`config.mk`:
```
export PLATFORM = sky130hd
export DESIGN_NAME = ilir_ctrl
export DESIGN_NICKNAME = d
export VERILOG_FILES = /design/src/rtl/core/ilir_pkg.sv /design/src/rtl/core/ilir_ctrl.sv
export SDC_FILE = /design/constraint.sdc
export NUM_CORES = 1
export LEC_CHECK = 0
export ABC_AREA = 1
export BUFFER_PORTS_ARGS = -buffer_cell sky130_fd_sc_hd__buf_2
export CAP_MARGIN = 10
export CORE_MARGIN = 2
export CORE_UTILIZATION = 40
export CTS_BUF_LIST = sky130_fd_sc_hd__clkbuf_8 sky130_fd_sc_hd__clkbuf_16
export CTS_CLUSTER_SIZE = 16
export DETAILED_ROUTE_END_ITERATION = 16
export PLACE_DENSITY = 0.73
export SLEW_MARGIN = 15
export SYNTH_ARGS = -nofsm -noshare
export SYNTH_HDL_FRONTEND = slang
export SYNTH_SLANG_ARGS = --single-unit
export TNS_END_PERCENT = 5
```
`constraint.sdc`:
```
create_clock -name clk_i -period 2.7 [get_ports clk_i]
set_input_delay 0.27 -clock clk_i [delete_from_list [all_inputs] [get_ports clk_i]]
set_output_delay 0.27 -clock clk_i [all_outputs]
set_load 0.01 [all_outputs]
```
`src/rtl/core/ilir_pkg.sv`:
```
`default_nettype none

package ilir_pkg;

  localparam int DEPTH_DEF       = 64;
  localparam int VALUE_WIDTH_DEF = 32;

  // fixed field widths on the stream ports
  localparam int VALUE_PORT_W = 32;
  localparam int DATA_OUT_W   = 32;
  localparam int OP_W         = 2;
  localparam int STATUS_W     = 2;

  typedef enum logic [OP_W-1:0] {
    OP_INSERT = 2'd0,
    OP_REMOVE = 2'd1,
    OP_READ   = 2'd2,
    OP_WRITE  = 2'd3
  } op_e;

  typedef enum logic [STATUS_W-1:0] {
    ST_OK    = 2'd0,
    ST_RANGE = 2'd1,
    ST_FULL  = 2'd2,
    ST_EMPTY = 2'd3
  } status_e;

  // per-beat shift/write command broadcast to the cell chain
  typedef struct packed {
    logic ins;  // cells above idx take the left neighbor
    logic rem;  // cells at or above idx take the right neighbor
    logic wr;   // cell at idx loads the new value
  } ilir_cmd_t;

endpackage

`default_nettype wire

```
`src/rtl/core/ilir_ctrl.sv`:
```
`default_nettype none

module ilir_ctrl #(
  parameter int DEPTH = ilir_pkg::DEPTH_DEF,
  parameter int CNT_W = 7,
  parameter int VW    = ilir_pkg::VALUE_WIDTH_DEF
) (
  input  wire logic                          clk_i,
  input  wire logic                          rst_ni,
  input  wire logic                          acc_i,
  input  wire logic [ilir_pkg::OP_W-1:0]     op_i,
  input  wire logic [CNT_W-1:0]              idx_i,
  input  wire logic [VW-1:0]                 rd_i,
  input  wire logic                          m_ready_i,
  output ilir_pkg::ilir_cmd_t                cmd_o,
  output logic                               m_valid_o,
  output logic [ilir_pkg::DATA_OUT_W-1:0]    data_out_o,
  output logic [CNT_W-1:0]                   count_o,
  output logic [CNT_W-1:0]                   cap_o,
  output logic [ilir_pkg::STATUS_W-1:0]      status_o
);

  localparam logic [CNT_W-1:0] DEPTH_C  = CNT_W'(DEPTH);
  localparam logic [CNT_W:0]   DEPTH_C1 = (CNT_W+1)'(DEPTH);
  localparam logic [CNT_W-1:0] ONE_C    = CNT_W'(1);

  logic [CNT_W-1:0] count_q, count_d;
  logic [CNT_W-1:0] cap_q, cap_d;
  logic             m_valid_q;
  logic [ilir_pkg::DATA_OUT_W-1:0] data_q, data_d;
  ilir_pkg::status_e status_q, status_d;

  ilir_pkg::ilir_cmd_t cmd;
  ilir_pkg::op_e       op;
  logic [CNT_W:0]      cap_x2;
  logic [CNT_W-1:0]    cap_grown;
  logic [CNT_W-1:0]    cnt_dec;
  logic [CNT_W-1:0]    cap_shrunk;
  logic                full;

  assign op      = ilir_pkg::op_e'(op_i);
  assign full    = (count_q == DEPTH_C);
  assign cap_x2  = {cap_q, 1'b0};
  assign cnt_dec = count_q - ONE_C;

  // doubling on a full list, clamped to the store size
  always_comb begin
    if (count_q != cap_q) begin
      cap_grown = cap_q;
    end else if (cap_x2 > DEPTH_C1) begin
      cap_grown = DEPTH_C;
    end else begin
      cap_grown = cap_x2[CNT_W-1:0];
    end
  end

  // halving when under a quarter used after the remove, one if that empties it; floor of one
  always_comb begin
    cap_shrunk = cap_q;
    if (cnt_dec < (cap_q >> 2)) begin
      if ((cnt_dec == '0) || ((cap_q >> 1) == '0)) begin
        cap_shrunk = ONE_C;
      end else begin
        cap_shrunk = cap_q >> 1;
      end
    end
  end

  always_comb begin
    cmd      = '0;
    count_d  = count_q;
    cap_d    = cap_q;
    data_d   = '0;
    status_d = ilir_pkg::ST_OK;
    case (op)
      ilir_pkg::OP_INSERT: begin
        if (idx_i > count_q) begin
          status_d = ilir_pkg::ST_RANGE;
        end else if (full) begin
          status_d = ilir_pkg::ST_FULL;
        end else begin
          cmd.ins = 1'b1;
          cmd.wr  = 1'b1;
          count_d = count_q + ONE_C;
          cap_d   = cap_grown;
        end
      end
      ilir_pkg::OP_REMOVE: begin
        if (count_q == '0) begin
          status_d = ilir_pkg::ST_EMPTY;
        end else if (idx_i >= count_q) begin
          status_d = ilir_pkg::ST_RANGE;
        end else begin
          cmd.rem = 1'b1;
          data_d  = ilir_pkg::DATA_OUT_W'(rd_i);
          count_d = cnt_dec;
          cap_d   = cap_shrunk;
        end
      end
      ilir_pkg::OP_READ: begin
        if (idx_i >= count_q) begin
          status_d = ilir_pkg::ST_RANGE;
        end else begin
          data_d = ilir_pkg::DATA_OUT_W'(rd_i);
        end
      end
      ilir_pkg::OP_WRITE: begin
        if (idx_i < count_q) begin
          cmd.wr = 1'b1;
          data_d = ilir_pkg::DATA_OUT_W'(rd_i);
        end else if (idx_i == count_q) begin
          if (full) begin
            status_d = ilir_pkg::ST_FULL;
          end else begin
            cmd.wr  = 1'b1;
            count_d = count_q + ONE_C;
            cap_d   = cap_grown;
          end
        end else begin
          status_d = ilir_pkg::ST_RANGE;
        end
      end
      default: begin
        status_d = ilir_pkg::ST_RANGE;
      end
    endcase
  end

  assign cmd_o = acc_i ? cmd : '0;

  always_ff @(posedge clk_i or negedge rst_ni) begin
    if (!rst_ni) begin
      count_q   <= '0;
      cap_q     <= ONE_C;
      m_valid_q <= 1'b0;
    end else begin
      if (acc_i) begin
        count_q   <= count_d;
        cap_q     <= cap_d;
        m_valid_q <= 1'b1;
      end else if (m_ready_i) begin
        m_valid_q <= 1'b0;
      end
    end
  end

  always_ff @(posedge clk_i) begin
    if (acc_i) begin
      data_q   <= data_d;
      status_q <= status_d;
    end
  end

  assign m_valid_o  = m_valid_q;
  assign data_out_o = data_q;
  assign count_o    = count_q;
  assign cap_o      = cap_q;
  assign status_o   = status_q;

`ifndef SYNTHESIS
  a_count_le_cap: assert property (@(posedge clk_i) disable iff (!rst_ni)
    count_q <= cap_q)
    else $error("entry count above capacity");

  a_cap_range: assert property (@(posedge clk_i) disable iff (!rst_ni)
    (cap_q != '0) && (cap_q <= DEPTH_C))
    else $error("capacity out of range");

  a_err_no_change: assert property (@(posedge clk_i) disable iff (!rst_ni)
    acc_i && (status_d != ilir_pkg::ST_OK) |=> $stable(count_q) && $stable(cap_q))
    else $error("failed request changed state");

  a_remove_dec: assert property (@(posedge clk_i) disable iff (!rst_ni)
    acc_i && cmd.rem |=> count_q == $past(count_q) - ONE_C)
    else $error("remove did not drop the count");
`endif

endmodule

`default_nettype wire

```
# == After elaboration in Yosys (flattened, before gate mapping) ==
# Cells that the tools add are included.
# classes
n_addsub,2
magnitude_cmp,5
eq_ne,12
muxes,41
reduce_logical,9
# ops
op,n
$mux W7,15
$mux W32,3
$pmux W32 S3,1
$pmux W7 S3,2
$logic_not A7 Y1,3
$ne A2 B2 Y1 const B,6
$mux W1,11
$mux W2,5
$gt A8 B7 Y1 const B,1
$pmux W2 S4,1
$reduce_and A8 Y1,1
$add A7 B1 Y7 const B,1
$eq A7 B7 Y1,1
$eq A7 B7 Y1 const B,1
$ge A7 B7 Y1,1
$gt A7 B7 Y1,1
$lt A7 B5 Y1,1
$lt A7 B7 Y1,1
$ne A7 B7 Y1,1
$reduce_and A7 Y1,1
$sub A7 B1 Y7 const B,1
$mux W6,1
$eq A2 B2 Y1 const B,2
$mux W3,1
other kinds (6),6
# word_totals
reg_bits,49
inputBits,45
output_inout_bits,52

# == Depth between registers and ports, before layout ==
# depth
ltp_word,8
ltp_mapped,16
ltp_nobuf,16

# == Worst setup path before layout ==
# OpenSTA, ideal clock, no wires.
# synth_path
path_kind,reg-to-reg
startpoint,"register count_q[0], in the netlist count_o[0]"
endpoint,"register cap_q[2], in the netlist cap_o[2]"
setup_ps,117
arrival_ps,2151
t_required_ps,2583
setup_slack_ps,432
path_stages_with_launch,17
path_buffers,0
period_less_slack_ps,2268
path_cell_list,dfrtp_1 -> inv_1 -> ha_1 -> inv_1 -> nand2_1 -> nand2_1 -> ha_1 -> a21oi_1 -> nand2_1 -> nand2_1 -> nand2_1 -> nand2_1 -> nand3b_4 -> nand2_4 -> nand3_4 -> nand2_1 -> nand2_1
# synth_via
elab_chain_cells,8
word_cells_on_any_way,28
cone_classes,add/sub: 1; order compare: 4; eq/ne: 9; mux: 10; reduce/logical: 4
# synth_rtl
element,line,text
start: declaration,ilir_ctrl.sv:27,"logic [CNT_W-1:0] count_q, count_d;"
start signal: assignment,ilir_ctrl.sv:138,count_q <= count_d;
$sub A7 B1 Y7,ilir_ctrl.sv:44,assign cnt_dec = count_q - ONE_C;
$logic_not A7 Y1,ilir_ctrl.sv:61,if ((cnt_dec == '0) || ((cap_q >> 1) == '0)) begin
$logic_or A1 B1 Y1,ilir_ctrl.sv:61,
$mux W6,ilir_ctrl.sv:61,
$mux W7,ilir_ctrl.sv:60,if (cnt_dec < (cap_q >> 2)) begin
$mux W7,ilir_ctrl.sv:91,end else if (idx_i >= count_q) begin
$mux W7,ilir_ctrl.sv:89,if (count_q == '0) begin
$pmux W7 S3,ilir_ctrl.sv:75,case (op)
end signal: assignment,ilir_ctrl.sv:139,cap_q <= cap_d;
end: declaration,ilir_ctrl.sv:28,"logic [CNT_W-1:0] cap_q, cap_d;"
# Parallel ways exist; a longest one is shown, timed or not. The select of a mux whose other input is x is not followed.
# A chain may end at the register's enable or synchronous reset.

==> flow_summary.toml <==
[run_status]
outcome = "completed"

[final_layout]
layout_common_cells = "nand2_1 (117), buf_2 (96), nor2_2 (35), edfxtp_1 (34), inv_1 (31)"
num_antenna_cells = 0
fin_nets = 550
area_delta_synth_final_pct = 23.4
multiInputGateArea_mm2 = 0.00168
final_cells = 592
final_common_cell = "nand2_1"
fillCellCount = 778
final_layout_size_suffix_gt1_share_pct = 38.6
regArea_mm2 = 0.00140
utilization_pct = 50.3

[synth]
yosysSeqAreaShare_pct = 42.2
syn-cell-area_mm2 = 0.00331
syn_nets = 446
ys_ff_latch = 49
avgSynthCellArea_um2 = 8.68
synthDistinctLibCells = 35
ys_warn_count = 0
syn_inst = 382

[detailed_routing]
wl_met1_um = 3400
wl_met2_um = 3540
vias = 2840
highest_layer = "met4"
drtPass1Iterations = 4
ant_nets = 0
drt-initial-drc-count = 120
viasPerCell = 4.80
wl_per_cell_um = 12.6
met3RoutedLength_um = 461
drc = 0
drt_wl_total_um = 7470

[critical_path]
cp.buffers_inverters = 2
cp_slowest_stage_delay_ns = 0.47
start_kind = "flop"
worstPathRequired_ns = 2.43
ff2ff_setup_slack_ns = 0.31
rr_endpoint = "cap_o[1]"
rr_worst_depth = 16
crit_arrival_ns = 2.24
worst_setup_path_end_kind = "output pin"
crit_chain = "inv_2 > ha_1 > nand2_1 > nand2_1 > a21oi_4 > nand2_1 > a21oi_2 > nand2_1 > nand3_1 > nand2_1 > nor2_1 > buf_2"
crit_type = "reg2out"
path_delay_family = "simple AND/OR/NAND/NOR gates"
regToRegStartpoint = "count_o[0]"
crit_top_cell = "nand2_1"
critPathMaxFanout = 7
critical_path.slowest_cell = "dfrtp_2"

[global_route]
grt_pass1_wl_um = 12100
grt_pass1_vias = 2641
antenna_found_initial = 0
track_usage_pct = 16.9
grt-ovfl-total = 0
grt_max_degree = 37

[clock_tree]
cts.htree.levels = 2
insertion_delay_ns = 0.30
cts_made_buffers = 5
cts_tree = "done"
clockBufferDepth = 2
clock_sinks = 49
clockRootBuffer = "clkbuf_8"
clkTransAtPathRegs_ns = 0.09

[worst_hold_path]
holdCritStartpoint = "m_ready_i"
holdPathStages = 2
hp-class = "in2reg"
whs_endpoint = "m_valid_o"

[timing]
finalHoldViolations = 0
min_period_ns = 2.51
fin_tns_setup_ns = 0
fin_crit_sh_pct = 93.0
fin_skew_ns = 0.00978
rsz0062_at_grt = "no"
final-setup-viol-count = 0
relSlewSlack_pct = 70.1
max_freq_ghz = 0.398
fin_ws_ns = 0.190
slew_violations = 0
tightest_slew_ns = 0.447

[power]
total_power_mw = 3.63
irDropWorstVdd_mv = 0.586
power.leakage_nw = 2.05
powerDensity_mw_per_mm2 = 888

[placed_design]
place_inst = 579
dp_hpwl_um = 5690
gp_congestion = 0.899
portBuffers = 96
pre_cts_slack_ns = 0.273

[die]
die_w_um = 95.0
fp.dieH_um = 95.0
core_area_mm2 = 0.00813
io_pins = 97
rows = 33
initial_core_util_pct = 40.7
fp.dieArea_mm2 = 0.00903

[flow_run]
cap_violations = 0
per-layer routing:
metal,up-vias,global-route usage (%)
li1,1436,-
met1,1288,23.1
met2,108,28.3
met3,8,2.77
met4,0,3.99
met5,-,0
cell families after synthesis:
family                     Yosys count  synth area share [%]
and+or+nand+nor                    228                  35.3
AOI/OAI and AO/OA                   24                  4.79
xor gates and xnor gates            12                  3.40
buffers and inverters               50                  7.13
adders and majority gates           19                  7.17
DFF                                 49                  42.2
worst max-delay path by stage:
stage / start / endpoint / cells past startpoint
detailed placement: count_o[6] / data_out_o[7] / 10
finish: count_o[4] / cmd_o[0] / 12
floorplan: count_o[0] / cap_o[2] / 16
CTS: count_o[5] / cmd_o[0] / 12
global placement: count_o[6] / cmd_o[0] / 12
global route: count_o[4] / cmd_o[0] / 12
synthesized netlist by cell type (all sizes together):
master	instances	share of area (%)
nor2	55	10
nand3b	6	1.7
dfrtp	14	11
dfstp	1	0.79
nor3b	1	0.57
o21ai	12	2.2
nand3	34	6.1
o31ai	1	0.23
xor2	5	1.5
inv	38	4.3
ha	19	7.2
a21oi	10	2.2
nand2	125	15
nand4	5	1.1
nor3	2	0.30
xnor2	7	1.8
clkbuf	3	0.34
a21o	1	0.23
buf	9	2.5
edfxtp	34	31
flip-flops by register name, summed over array words and instances (netlist names):
signal	cells
count_o	7
m_valid_o	1
status_o	2
data_out_o	32
cap_o	7
final cells by class:
class                           count  share of cell area (%)
Tap cell                          105                    3.21
Inverter                           38                    3.49
Timing Repair Buffer              109                    14.5
Multi-Input combinational cell    283                    41.2
Clock buffer                        5                    1.68
Sequential cell                    49                    34.3
Clock inverter                      3                    1.68
repair_timing:
item                                    4_1_cts  5_1_grt
endpoints found under the setup margin        1        2
resized for setup                             1        4
hold buffers                                  1        0
setup buffers                                 0        4
hold endpoints to repair                     14        0
report_power, final:
part	internal (mW)	total, mW	leakage, nW	switching (mW)
Sequential	0.973	1.08	0.538	0.110
Clock	0.373	0.622	0.0687	0.249
Combinational	0.750	1.93	1.45	1.18
Total	2.10	3.63	2.05	1.54
through the flow:
stage               hold WS [ns]  area [µm²]
CTS                        0.158        4050
floorplan                -0.0256        3310
global route               0.180        4090
finish                     0.163        4090
global placement           0.208        3910
detailed placement         0.214        3910
Power figures use the tool's default switching activity.
