===== src/rtl/core/ilir_pkg.sv =====
`default_nettype none

package ilir_pkg;

  localparam int DEPTH_DEF       = 64;
  localparam int VALUE_WIDTH_DEF = 32;

  // fixed field widths on the stream ports
  localparam int VALUE_PORT_W = 32;
  localparam int DATA_OUT_W   = 32;
  localparam int OP_W         = 2;
  localparam int STATUS_W     = 2;

  typedef enum logic [OP_W-1:0] {
    OP_INSERT = 2'd0,
    OP_REMOVE = 2'd1,
    OP_READ   = 2'd2,
    OP_WRITE  = 2'd3
  } op_e;

  typedef enum logic [STATUS_W-1:0] {
    ST_OK    = 2'd0,
    ST_RANGE = 2'd1,
    ST_FULL  = 2'd2,
    ST_EMPTY = 2'd3
  } status_e;

  // per-beat shift/write command broadcast to the cell chain
  typedef struct packed {
    logic ins;  // cells above idx take the left neighbor
    logic rem;  // cells at or above idx take the right neighbor
    logic wr;   // cell at idx loads the new value
  } ilir_cmd_t;

endpackage

`default_nettype wire


===== src/rtl/core/ilir_cell.sv =====
`default_nettype none

module ilir_cell #(
  parameter int POS   = 0,
  parameter int CNT_W = 7,
  parameter int VW    = 32
) (
  input  wire logic               clk_i,
  input  wire ilir_pkg::ilir_cmd_t cmd_i,
  input  wire logic [CNT_W-1:0]   idx_i,
  input  wire logic [VW-1:0]      value_i,
  input  wire logic [VW-1:0]      left_i,
  input  wire logic [VW-1:0]      right_i,
  output logic      [VW-1:0]      q_o,
  output logic      [VW-1:0]      rd_o
);

  localparam logic [CNT_W-1:0] MY_POS = CNT_W'(POS);

  logic [VW-1:0] entry_q;
  logic [VW-1:0] entry_d;
  logic          hit;
  logic          above;

  assign hit   = (idx_i == MY_POS);
  assign above = (MY_POS > idx_i);

  always_comb begin
    entry_d = entry_q;
    if (cmd_i.wr && hit) begin
      entry_d = value_i;
    end else if (cmd_i.ins && above) begin
      entry_d = left_i;
    end else if (cmd_i.rem && (above || hit)) begin
      entry_d = right_i;
    end
  end

  always_ff @(posedge clk_i) begin
    entry_q <= entry_d;
  end

  assign q_o  = entry_q;
  // one-hot contribution to the read bus
  assign rd_o = hit ? entry_q : '0;

endmodule

`default_nettype wire


===== config.mk =====
export PLATFORM = sky130hd
export DESIGN_NAME = ilir_cell
export DESIGN_NICKNAME = d
export VERILOG_FILES = /design/src/rtl/core/ilir_pkg.sv /design/src/rtl/core/ilir_cell.sv
export SDC_FILE = /design/constraint.sdc
export NUM_CORES = 1
export LEC_CHECK = 0
export BUFFER_PORTS_ARGS = -buffer_cell sky130_fd_sc_hd__buf_2
export CORE_UTILIZATION = 39
export DETAILED_ROUTE_END_ITERATION = 6
export PLACE_DENSITY_LB_ADDON = 0.3
export SLEW_MARGIN = 20
export SYNTH_ARGS = -nofsm -noshare
export SYNTH_HDL_FRONTEND = slang
export SYNTH_SLANG_ARGS = --single-unit

===== constraint.sdc =====
create_clock -name clk_i -period 4.89 [get_ports clk_i]
set_clock_uncertainty 0.05 [all_clocks]
set_input_delay 0.978 -clock clk_i [delete_from_list [all_inputs] [get_ports clk_i]]
set_output_delay 0.978 -clock clk_i [all_outputs]
set_load 0.01 [all_outputs]

# After elaboration in Yosys (flattened, before gate mapping)
# Cells that the tools add are included.
[word_totals]
inputBits = 107
wordCells = 12
register_bits = 32
out_inout_bits = 64
[classes]
mux = 4
order_cmp = 1
reduce_logical = 6
[ops]
columns = ["cell", "n"]
rows = [
  ["two-way mux 32 bit", 4],
  ["> comparator 1 x 7 -> 1 bit, first input constant", 1],
  ["logical NOT 7 bit", 1],
  ["logical AND 1 bit", 3],
  ["nonzero test 3 bit", 1],
  ["logical OR 1 bit", 1],
]

# Logic depth before layout (Yosys ltp)
# Gate-level depths: netlist (run 1).
[logic_depth]
ltp_word = 6
depth_mapped = 4
depth_no_buf = 3

# Worst setup path after synthesis (run 1)
# No wires, ideal clock.
[synth_timing]
path_kind = "input port to output port"
startpoint = "in idx_i[3]"
endpoint = "out rd_o[22]"
required_time_ps = 3862
arrival_time_ps = 1840
path_stages = 3
path_buffers = 1
setup_slack_ps = 2022
path_cell_list = "nor4_4 clkbuf_1 and3_1"
[synth_between]
elab_chain_cells = 2
[synth_rtl]
columns = ["element", "line", "source"]
rows = [
  ["from (decl)", "ilir_cell.sv:10", "input wire logic [CNT_W-1:0] idx_i,"],
  ["logical NOT 7 bit", "ilir_cell.sv:25", "assign hit = (idx_i == MY_POS);"],
  ["two-way mux 32 bit", "ilir_cell.sv:45", "assign rd_o = hit ? entry_q : '0;"],
  ["to (decl)", "ilir_cell.sv:15", "output logic [VW-1:0] rd_o"],
]
# No other way between the ends.

# Worst setup path in the final report (run 1)
[layout_timing]
startpoint = "in idx_i[2]"
endpoint = "out rd_o[14]"
# Same word-level chain as after synthesis.

==> results_tabular.tex, run 1 <==
\begin{tabular}{lr}
\hline
Metric & Value \\
\hline
\multicolumn{2}{l}{\textbf{Die}} \\
\# IOs & between 150 and 200 \\
Total Die Area & between 4000 and 5000 um2 \\
Number of cell rows & 23 \\
Initial Utilization & between 40\% and 50\% \\
Height of the die & 69.0 um \\
Core Region & around 4100 um2 \\
Horizontal extent of the die & about 69 um \\
\multicolumn{2}{l}{\textbf{Clock network}} \\
TritonCTS buffer count & 5 \\
Cts repair resizes & 0 \\
Clock-pin slew on the worst setup and hold paths & around 70 ps \\
Deepest clock path buffer count & 2 \\
Root buffer selected by CTS & sky130\_fd\_sc\_hd\_\_clkbuf\_8 \\
Max H-tree Level & 2 \\
Number of buffers inserted by hold repair at cts & 0 \\
Post-CTS setup buffer count & 0 \\
TritonCTS clock tree & done \\
Number of sinks driven by the clock tree & 32 \\
\multicolumn{2}{l}{\textbf{Synth}} \\
Average cell area after synthesis & approximately 16 um2 \\
Synth Warn \# & 0 \\
Most instantiated flip-flop cell in the synthesis netlist & sky130\_fd\_sc\_hd\_\_edfxtp\_1 \\
Cell type with the highest aggregate area in the netlist & sky130\_fd\_sc\_hd\_\_edfxtp\_1 \\
FF+latch count, synth & 32 \\
Most instantiated cells after synthesis & sky130\_fd\_sc\_hd\_\_and3\_1 (32), sky130\_fd\_sc\_hd\_\_edfxtp\_1 (32), sky130\_fd\_sc\_hd\_\_mux2\_4 (30) \\
Post-synthesis net count & around 220 \\
Fraction of post-synthesis cell area in the top cell type by area & a little over half \\
Number of distinct standard cells referenced by the synthesized netlist & 10 \\
Synth top area cells & sky130\_fd\_sc\_hd\_\_edfxtp\_1 (55\%), sky130\_fd\_sc\_hd\_\_mux2\_4 (26\%), sky130\_fd\_sc\_hd\_\_and3\_1 (11\%), sky130\_fd\_sc\_hd\_\_buf\_6 (1.9\%), sky130\_fd\_sc\_hd\_\_clkbuf\_1 (1.3\%) \\
Sequential cell area fraction in the yosys report & a little over half \\
Count of flip-flops with a built-in enable after synthesis & 32 \\
Syn Std Cell Area & 1750 um2 \\
Share of synthesized registers carrying an async set or reset & 0\% \\
Cells after synthesis & approximately 110 \\
\multicolumn{2}{l}{\textbf{Routing}} \\
Total number of vias & 1453 \\
Number of nets with antenna violations after detailed routing & 0 \\
Met2 wire len & between 2000 and 2500 um \\
Amount of wire on met3 after detailed routing & between 300 and 400 um \\
Routed length on met1 & about 1600 um \\
Initial DRC Count & 61 \\
DRC violation count after routing & 0 \\
Average via count per standard cell & 4.89 \\
Drt wl/cell & around 14 um \\
Detailed Routing Iterations Pass 1 & 4 \\
Uppermost routed layer & met4 \\
Final routed wirelength across all metal layers & between 4000 and 5000 um \\
\multicolumn{2}{l}{\textbf{Layout}} \\
Area growth from synthesis to layout & 46.9\% \\
Post-layout net count & about 350 \\
Flip-flop count of the largest register after layout & 32 \\
Utilization after layout & between 60\% and 70\% \\
Number of antenna diodes & 0 \\
Proportion of layout cells with a drive suffix above 1 & between 70\% and 80\% \\
\multicolumn{2}{l}{\textbf{Worst setup path}} \\
Critical path peak fanout & 34 \\
Arrival time at the worst endpoint & around 2400 ps \\
Startpoint of the worst setup timing path & idx\_i[2] \\
Critical path launch point type & input port \\
Nature of the critical path endpoint & output port \\
Data required, critical path & between 3000 and 4000 ps \\
Cell seen most often among critical-path stages & sky130\_fd\_sc\_hd\_\_buf\_2 \\
Crit-path max cell delay & between 800 and 900 ps \\
CP max stage cell & sky130\_fd\_sc\_hd\_\_nor3\_4 \\
Type of the setup path with the least slack & in -> out \\
Worst path cell trace & buf\_2, nor3\_4, and3\_1, buf\_2 \\
\multicolumn{2}{l}{\textbf{Timing}} \\
F\_max & between 200 and 300 MHz \\
Max\_slew headroom & between 20 and 30\% \\
Summed negative setup slack over all endpoints & 0 ps \\
Final clock period utilization by the worst path & between 60 and 70\% \\
Setup repair after global routing missed its margin & no \\
Final hold vios & 0 \\
Max Slew Vio Count & 0 \\
Time the worst path needs with I/O delays and setup & 3380 ps \\
Final Worst Setup Slack & approximately 1500 ps \\
Number of endpoints failing setup at the final stage & 0 \\
Slew at the pin closest to its max-slew limit & 1060 ps \\
\multicolumn{2}{l}{\textbf{Hold path}} \\
Worst min-delay path startpoint & value\_i[13] \\
Path class of the lowest-slack min-delay path & in -> reg \\
Hold path endpoint & q\_o[13] \\
Cell depth of the worst hold path & 2 \\
\multicolumn{2}{l}{\textbf{Global routing}} \\
Pin count of the biggest net entering global routing & 35 \\
Via count of the first global-routing pass & around 1300 \\
Global-route wire length before repair & around 5900 um \\
Antenna violations before repair & 0 \\
Congestion Overflow GR & 0 \\
Total routing resource utilization after global routing & 17.9\% \\
\multicolumn{2}{l}{\textbf{Power and ir drop}} \\
Leakage & approximately 1.5 nW \\
Worst vdd ir & 142 uV \\
Power per unit of standard cell area & around 240 nW/um2 \\
Total power after layout & about 0.0006 W \\
\multicolumn{2}{l}{\textbf{Status}} \\
Status & finished clean \\
\multicolumn{2}{l}{\textbf{Placement}} \\
Placer's final routability congestion estimate & around 0.78 \\
Count of input and output buffers & $\sim$140 \\
Pre-CTS setup slack & 1390 ps \\
\multicolumn{2}{l}{\textbf{Run}} \\
Maximum capacitance violations & 0 \\
\hline
\end{tabular}
==> cell families after synthesis <==
logic type | Yosys count | synth area share [%]
multiplexers | 32 | 27.0
AND/OR/NAND/NOR | 35 | 14.2
flip-flops | 32 | 54.9
buffers and inverters | 9 | 3.22
AO/OA/AOI/OAI | 1 | 0.572
==> stage by stage <==
step | cell area (um2) | hold slack (ps) | instances
6_report | 2570 | 942 | 297
5_1_grt | 2570 | 926 | 297
4_1_cts | 2570 | 928 | 297
3_5_place_dp | 2460 | 1230 | 289
3_3_place_gp | 2460 | 1230 | 289
2_1_floorplan | 1750 | 1150 | 109
==> area by class of cell <==
type | instances | area [um2]
clock buffers | 6 | 72.6
flip-flops and latches | 32 | 961
clock inverters | 2 | 35.0
fillers | 364 | 1570
repair buffers | 139 | 701
well taps | 50 | 62.6
multi-input cells | 68 | 738
==> routing by layer <==
layer	global-route usage, %	up-vias
met3	5.76	6
met4	8.16	0
li1	-	693
met5	0	-
met1	17.9	672
met2	33.3	82
==> critical path, delay by kind of cell <==
family / cells / cell delay [ps]
buffers and inverters: 2 / 240
AND/OR/NAND/NOR: 2 / 1130
==> worst max path at each step <==
stage / slack (ps) / cells past startpoint / endpoint
2_1_floorplan: 2020 / 3 / rd_o[22]
3_3_place_gp: 1450 / 4 / q_o[25]
3_5_place_dp: 1390 / 4 / q_o[12]
4_1_cts: 1490 / 4 / rd_o[24]
5_1_grt: 1360 / 4 / rd_o[22]
6_report: 1510 / 4 / rd_o[14]
==> cells in the final DEF, fill, tap and decap left out <==
| master | count |
|---|---|
| sky130_fd_sc_hd__clkbuf_1 | 1 |
| sky130_fd_sc_hd__mux2_2 | 2 |
| sky130_fd_sc_hd__mux2_4 | 30 |
| sky130_fd_sc_hd__bufinv_16 | 1 |
| sky130_fd_sc_hd__nand3_4 | 1 |
| sky130_fd_sc_hd__and3_1 | 32 |
| sky130_fd_sc_hd__buf_4 | 2 |
| sky130_fd_sc_hd__clkbuf_8 | 5 |
| sky130_fd_sc_hd__nor4_4 | 1 |
| sky130_fd_sc_hd__buf_2 | 137 |
| sky130_fd_sc_hd__clkinv_2 | 1 |
| sky130_fd_sc_hd__o211a_1 | 1 |
| sky130_fd_sc_hd__edfxtp_1 | 32 |
| sky130_fd_sc_hd__nor3_4 | 1 |
==> power by group <==
part / leakage, nW / internal, W / switching, W / total (W)
registers: 0.288 / 0.000303 / 0.000000610 / 0.000304
clock network: 0.0552 / 0.000151 / 0.0000919 / 0.000243
logic: 1.11 / 0.0000409 / 0.0000211 / 0.0000620
Power figures use the tool's default switching activity.
==> inputs of run 2 (changes only) <==
--- a/config.mk
+++ b/config.mk
@@ -5,8 +5,9 @@
 export SDC_FILE = /design/constraint.sdc
 export NUM_CORES = 1
 export LEC_CHECK = 0
+export ABC_AREA = 1
 export BUFFER_PORTS_ARGS = -buffer_cell sky130_fd_sc_hd__buf_2
-export CORE_UTILIZATION = 39
+export CORE_UTILIZATION = 37
 export DETAILED_ROUTE_END_ITERATION = 6
 export PLACE_DENSITY_LB_ADDON = 0.3
 export SLEW_MARGIN = 20
==> constraint.sdc (replaced) <==
create_clock -name clk_i -period 3.2 [get_ports clk_i]
set_clock_uncertainty 0.05 [all_clocks]
set_input_delay 0.64 -clock clk_i [delete_from_list [all_inputs] [get_ports clk_i]]
set_output_delay 0.64 -clock clk_i [all_outputs]
set_load 0.01 [all_outputs]
==> run 2 against run 1 <==
Effect of this change:
- total power rose by 53%
- worst setup slack got worse by 810 ps
- cell area rose by 3.1%
- sequential share of layout area fell by 1.1 points
- core utilization fell by 6.3 points
- synthesized cell count rose by 78%
==> results_tabular.tex, run 2 <==
\begin{tabular}{lr}
\hline
Metric & Value \\
\hline
\multicolumn{2}{l}{\textbf{Status}} \\
Status & finished clean \\
\multicolumn{2}{l}{\textbf{Clock network}} \\
TritonCTS clock tree & done \\
Clock-pin slew on the worst setup and hold paths & 60 ps (about the same) \\
Number of buffers inserted by hold repair at cts & 0 (unchanged) \\
Root buffer selected by CTS & sky130\_fd\_sc\_hd\_\_clkbuf\_8 \\
Deepest clock path buffer count & 2 (unchanged) \\
TritonCTS buffer count & 5 (unchanged) \\
Number of sinks driven by the clock tree & 32 (unchanged) \\
Post-CTS setup buffer count & 0 (unchanged) \\
Cts repair resizes & 0 (unchanged) \\
Max H-tree Level & 2 (unchanged) \\
\multicolumn{2}{l}{\textbf{Worst setup path}} \\
Type of the setup path with the least slack & in -> out \\
Critical path peak fanout & 19 (-44\%) \\
Nature of the critical path endpoint & output port \\
Critical path launch point type & input port \\
Arrival time at the worst endpoint & 1820 ps (-530 ps) \\
Data required, critical path & 2510 ps (-1350 ps) \\
\multicolumn{2}{l}{\textbf{Timing}} \\
Max\_slew headroom & 52.5\% (+24 points) \\
Setup repair after global routing missed its margin & no \\
Final hold vios & 0 (unchanged) \\
Summed negative setup slack over all endpoints & 0 ps (unchanged) \\
F\_max & $\sim$400 MHz \\
Slew at the pin closest to its max-slew limit & 710 ps (-352 ps) \\
Final Worst Setup Slack & 694 ps (-814 ps) \\
Final clock period utilization by the worst path & between 70\% and 80\% \\
Time the worst path needs with I/O delays and setup & $\sim$2500 ps \\
Number of endpoints failing setup at the final stage & 0 (unchanged) \\
Max Slew Vio Count & 0 (unchanged) \\
\multicolumn{2}{l}{\textbf{Global routing}} \\
Total routing resource utilization after global routing & 19.4\% (+1.5 points) \\
Global-route wire length before repair & 7750 um (+32\%) \\
Pin count of the biggest net entering global routing & 34 (-2.9\%) \\
Antenna violations before repair & 0 (unchanged) \\
Congestion Overflow GR & 0 (unchanged) \\
Via count of the first global-routing pass & 1676 (+28\%) \\
\multicolumn{2}{l}{\textbf{Die}} \\
Core Region & 4750 um2 (+15\%) \\
Initial Utilization & 38.5\% (-3.7 points) \\
\# IOs & 171 (unchanged) \\
Total Die Area & 5230 um2 (+10\%) \\
Number of cell rows & 25 (+8.7\%) \\
Height of the die & 72.3 um (+4.9\%) \\
Horizontal extent of the die & 72.3 um (+4.9\%) \\
\multicolumn{2}{l}{\textbf{Synth}} \\
Post-synthesis net count & 301 (+39\%) \\
Synth Warn \# & 0 (unchanged) \\
Synth top area cells & sky130\_fd\_sc\_hd\_\_edfxtp\_1 (52\%), sky130\_fd\_sc\_hd\_\_nand2\_1 (14\%), sky130\_fd\_sc\_hd\_\_nor3b\_1 (13\%), sky130\_fd\_sc\_hd\_\_nand3\_1 (7.7\%), sky130\_fd\_sc\_hd\_\_buf\_2 (3.3\%) \\
Fraction of post-synthesis cell area in the top cell type by area & 52.5\% (-2.4 points) \\
Sequential cell area fraction in the yosys report & 52.5\% (-2.4 points) \\
Average cell area after synthesis & 9.44 um2 (-41\%) \\
FF+latch count, synth & 32 (unchanged) \\
Syn Std Cell Area & 1830 um2 (+4.6\%) \\
Count of flip-flops with a built-in enable after synthesis & 32 (unchanged) \\
Number of distinct standard cells referenced by the synthesized netlist & 16 (+6) \\
Cells after synthesis & 194 (+78\%) \\
Library cell with the highest instance count after synthesis & sky130\_fd\_sc\_hd\_\_nand2\_1 \\
Most instantiated flip-flop cell in the synthesis netlist & sky130\_fd\_sc\_hd\_\_edfxtp\_1 \\
Cell type with the highest aggregate area in the netlist & sky130\_fd\_sc\_hd\_\_edfxtp\_1 \\
Share of synthesized registers carrying an async set or reset & 0\% (unchanged) \\
Most instantiated cells after synthesis & sky130\_fd\_sc\_hd\_\_nand2\_1 (67), sky130\_fd\_sc\_hd\_\_edfxtp\_1 (32), sky130\_fd\_sc\_hd\_\_nor3b\_1 (32) \\
\multicolumn{2}{l}{\textbf{Routing}} \\
Drt wl/cell & 12.4 um (-13\%) \\
Total number of vias & 1858 (+28\%) \\
Number of nets with antenna violations after detailed routing & 0 (unchanged) \\
Average via count per standard cell & 4.69 (-4.1\%) \\
Detailed Routing Iterations Pass 1 & 4 (unchanged) \\
DRC violation count after routing & 0 (unchanged) \\
Final routed wirelength across all metal layers & 4910 um (+15\%) \\
Initial DRC Count & 66 (+8.2\%) \\
\multicolumn{2}{l}{\textbf{Layout}} \\
Commonest cells after routing, fill and taps aside & sky130\_fd\_sc\_hd\_\_buf\_2 (137), sky130\_fd\_sc\_hd\_\_nand2\_1 (67), sky130\_fd\_sc\_hd\_\_nor3b\_1 (32), sky130\_fd\_sc\_hd\_\_edfxtp\_1 (32), sky130\_fd\_sc\_hd\_\_nand3\_1 (28) \\
Post-layout net count & 435 (+23\%) \\
Most common cell after layout, fill and taps aside & sky130\_fd\_sc\_hd\_\_buf\_2 \\
Number of antenna diodes & 0 (unchanged) \\
Area growth from synthesis to layout & 44.8\% \\
Proportion of layout cells with a drive suffix above 1 & 48.6\% (-25 points) \\
Fill count & 465 (+28\%) \\
Flip-flop count of the largest register after layout & 32 (unchanged) \\
\multicolumn{2}{l}{\textbf{Run}} \\
Maximum capacitance violations & 0 (unchanged) \\
\multicolumn{2}{l}{\textbf{Power and ir drop}} \\
Leakage & 1.33 nW (-8.6\%) \\
Power per unit of standard cell area & 352 nW/um2 (+48\%) \\
Worst vdd ir & 212 uV (+49\%) \\
\multicolumn{2}{l}{\textbf{Placement}} \\
Pre-CTS setup slack & 681 ps (-708 ps) \\
HPWL after DPL & between 3000 and 4000 um \\
Count of input and output buffers & 137 (unchanged) \\
Placer's final routability congestion estimate & 0.846 (+9.2\%) \\
\multicolumn{2}{l}{\textbf{Hold path}} \\
Cell depth of the worst hold path & 3 (+1) \\
Path class of the lowest-slack min-delay path & in -> reg \\
Hold path endpoint & q\_o[18] \\
Worst min-delay path startpoint & right\_i[18] \\
\hline
\end{tabular}
[run 2: cell count changes after synthesis, sizes merged, moves of 12 or more]
cell / previous run / this run
nand2: 0 / 68
and3: 32 / 0
nor3b: 0 / 32
mux2: 32 / 0
nand3: 1 / 34
buf: 3 / 15
[run 2: metal layers]
layer  GRT usage, %  wire, um
met5              0         0
met4           4.58        21
met2           35.1      2570
met1           22.3      1890
met3           5.83       429
[run 2: kinds of logic (layout without fill, tap and decap cells)]
group / after synthesis / in the layout / synth area share, %
flip-flops: 32 / 32 / 52.5
AND/OR/NAND/NOR: 139 / 139 / 40.3
AO/OA/AOI/OAI: 1 / 1 / 0.410
buffers and inverters: 22 / 157 / 6.77
[run 2: worst max-delay path by stage]
stage	start	end
final	idx_i[6]	rd_o[27]
after floorplan	idx_i[6]	q_o[0]
after global placement	idx_i[0]	q_o[8]
after CTS	idx_i[6]	rd_o[27]
after global routing	idx_i[2]	rd_o[12]
after detailed placement	idx_i[6]	rd_o[27]
[run 2: metrics by stage]
stage	total power (W)	utilization, %	instance area, um2	instances	hold slack (ps)
2_1_floorplan	0.000514	-	1830	194	769
3_3_place_gp	0.000567	53.5	2540	388	852
3_5_place_dp	0.000569	53.5	2540	388	856
4_1_cts	0.000944	55.7	2650	396	562
5_1_grt	0.000978	55.7	2650	396	570
6_report	0.000932	55.7	2650	396	571
[run 2: area by class of cell]
class | count | area (um2) | area share, %
repair buffers | 143 | 731 | 27.6
clock buffers | 5 | 68.8 | 2.60
multi-input cells | 140 | 746 | 28.1
well taps | 67 | 83.8 | 3.16
clock inverters | 3 | 37.5 | 1.42
inverters | 6 | 22.5 | 0.850
flip-flops and latches | 32 | 961 | 36.3
[run 2: critical path, stage by stage]
cell	delay, ps
sky130_fd_sc_hd__buf_2	100
sky130_fd_sc_hd__inv_1	70
sky130_fd_sc_hd__nand3_2	290
sky130_fd_sc_hd__buf_4	330
sky130_fd_sc_hd__nor3b_1	200
sky130_fd_sc_hd__buf_2	180
[run 2: power breakdown]
| part | switching (W) | internal [W] | total [W] |
|---|---|---|---|
| clock | 0.000146 | 0.000227 | 0.000373 |
| combinational | 0.0000484 | 0.0000463 | 0.0000947 |
| sequential | 0.000000921 | 0.000464 | 0.000464 |
| total | 0.000196 | 0.000736 | 0.000932 |
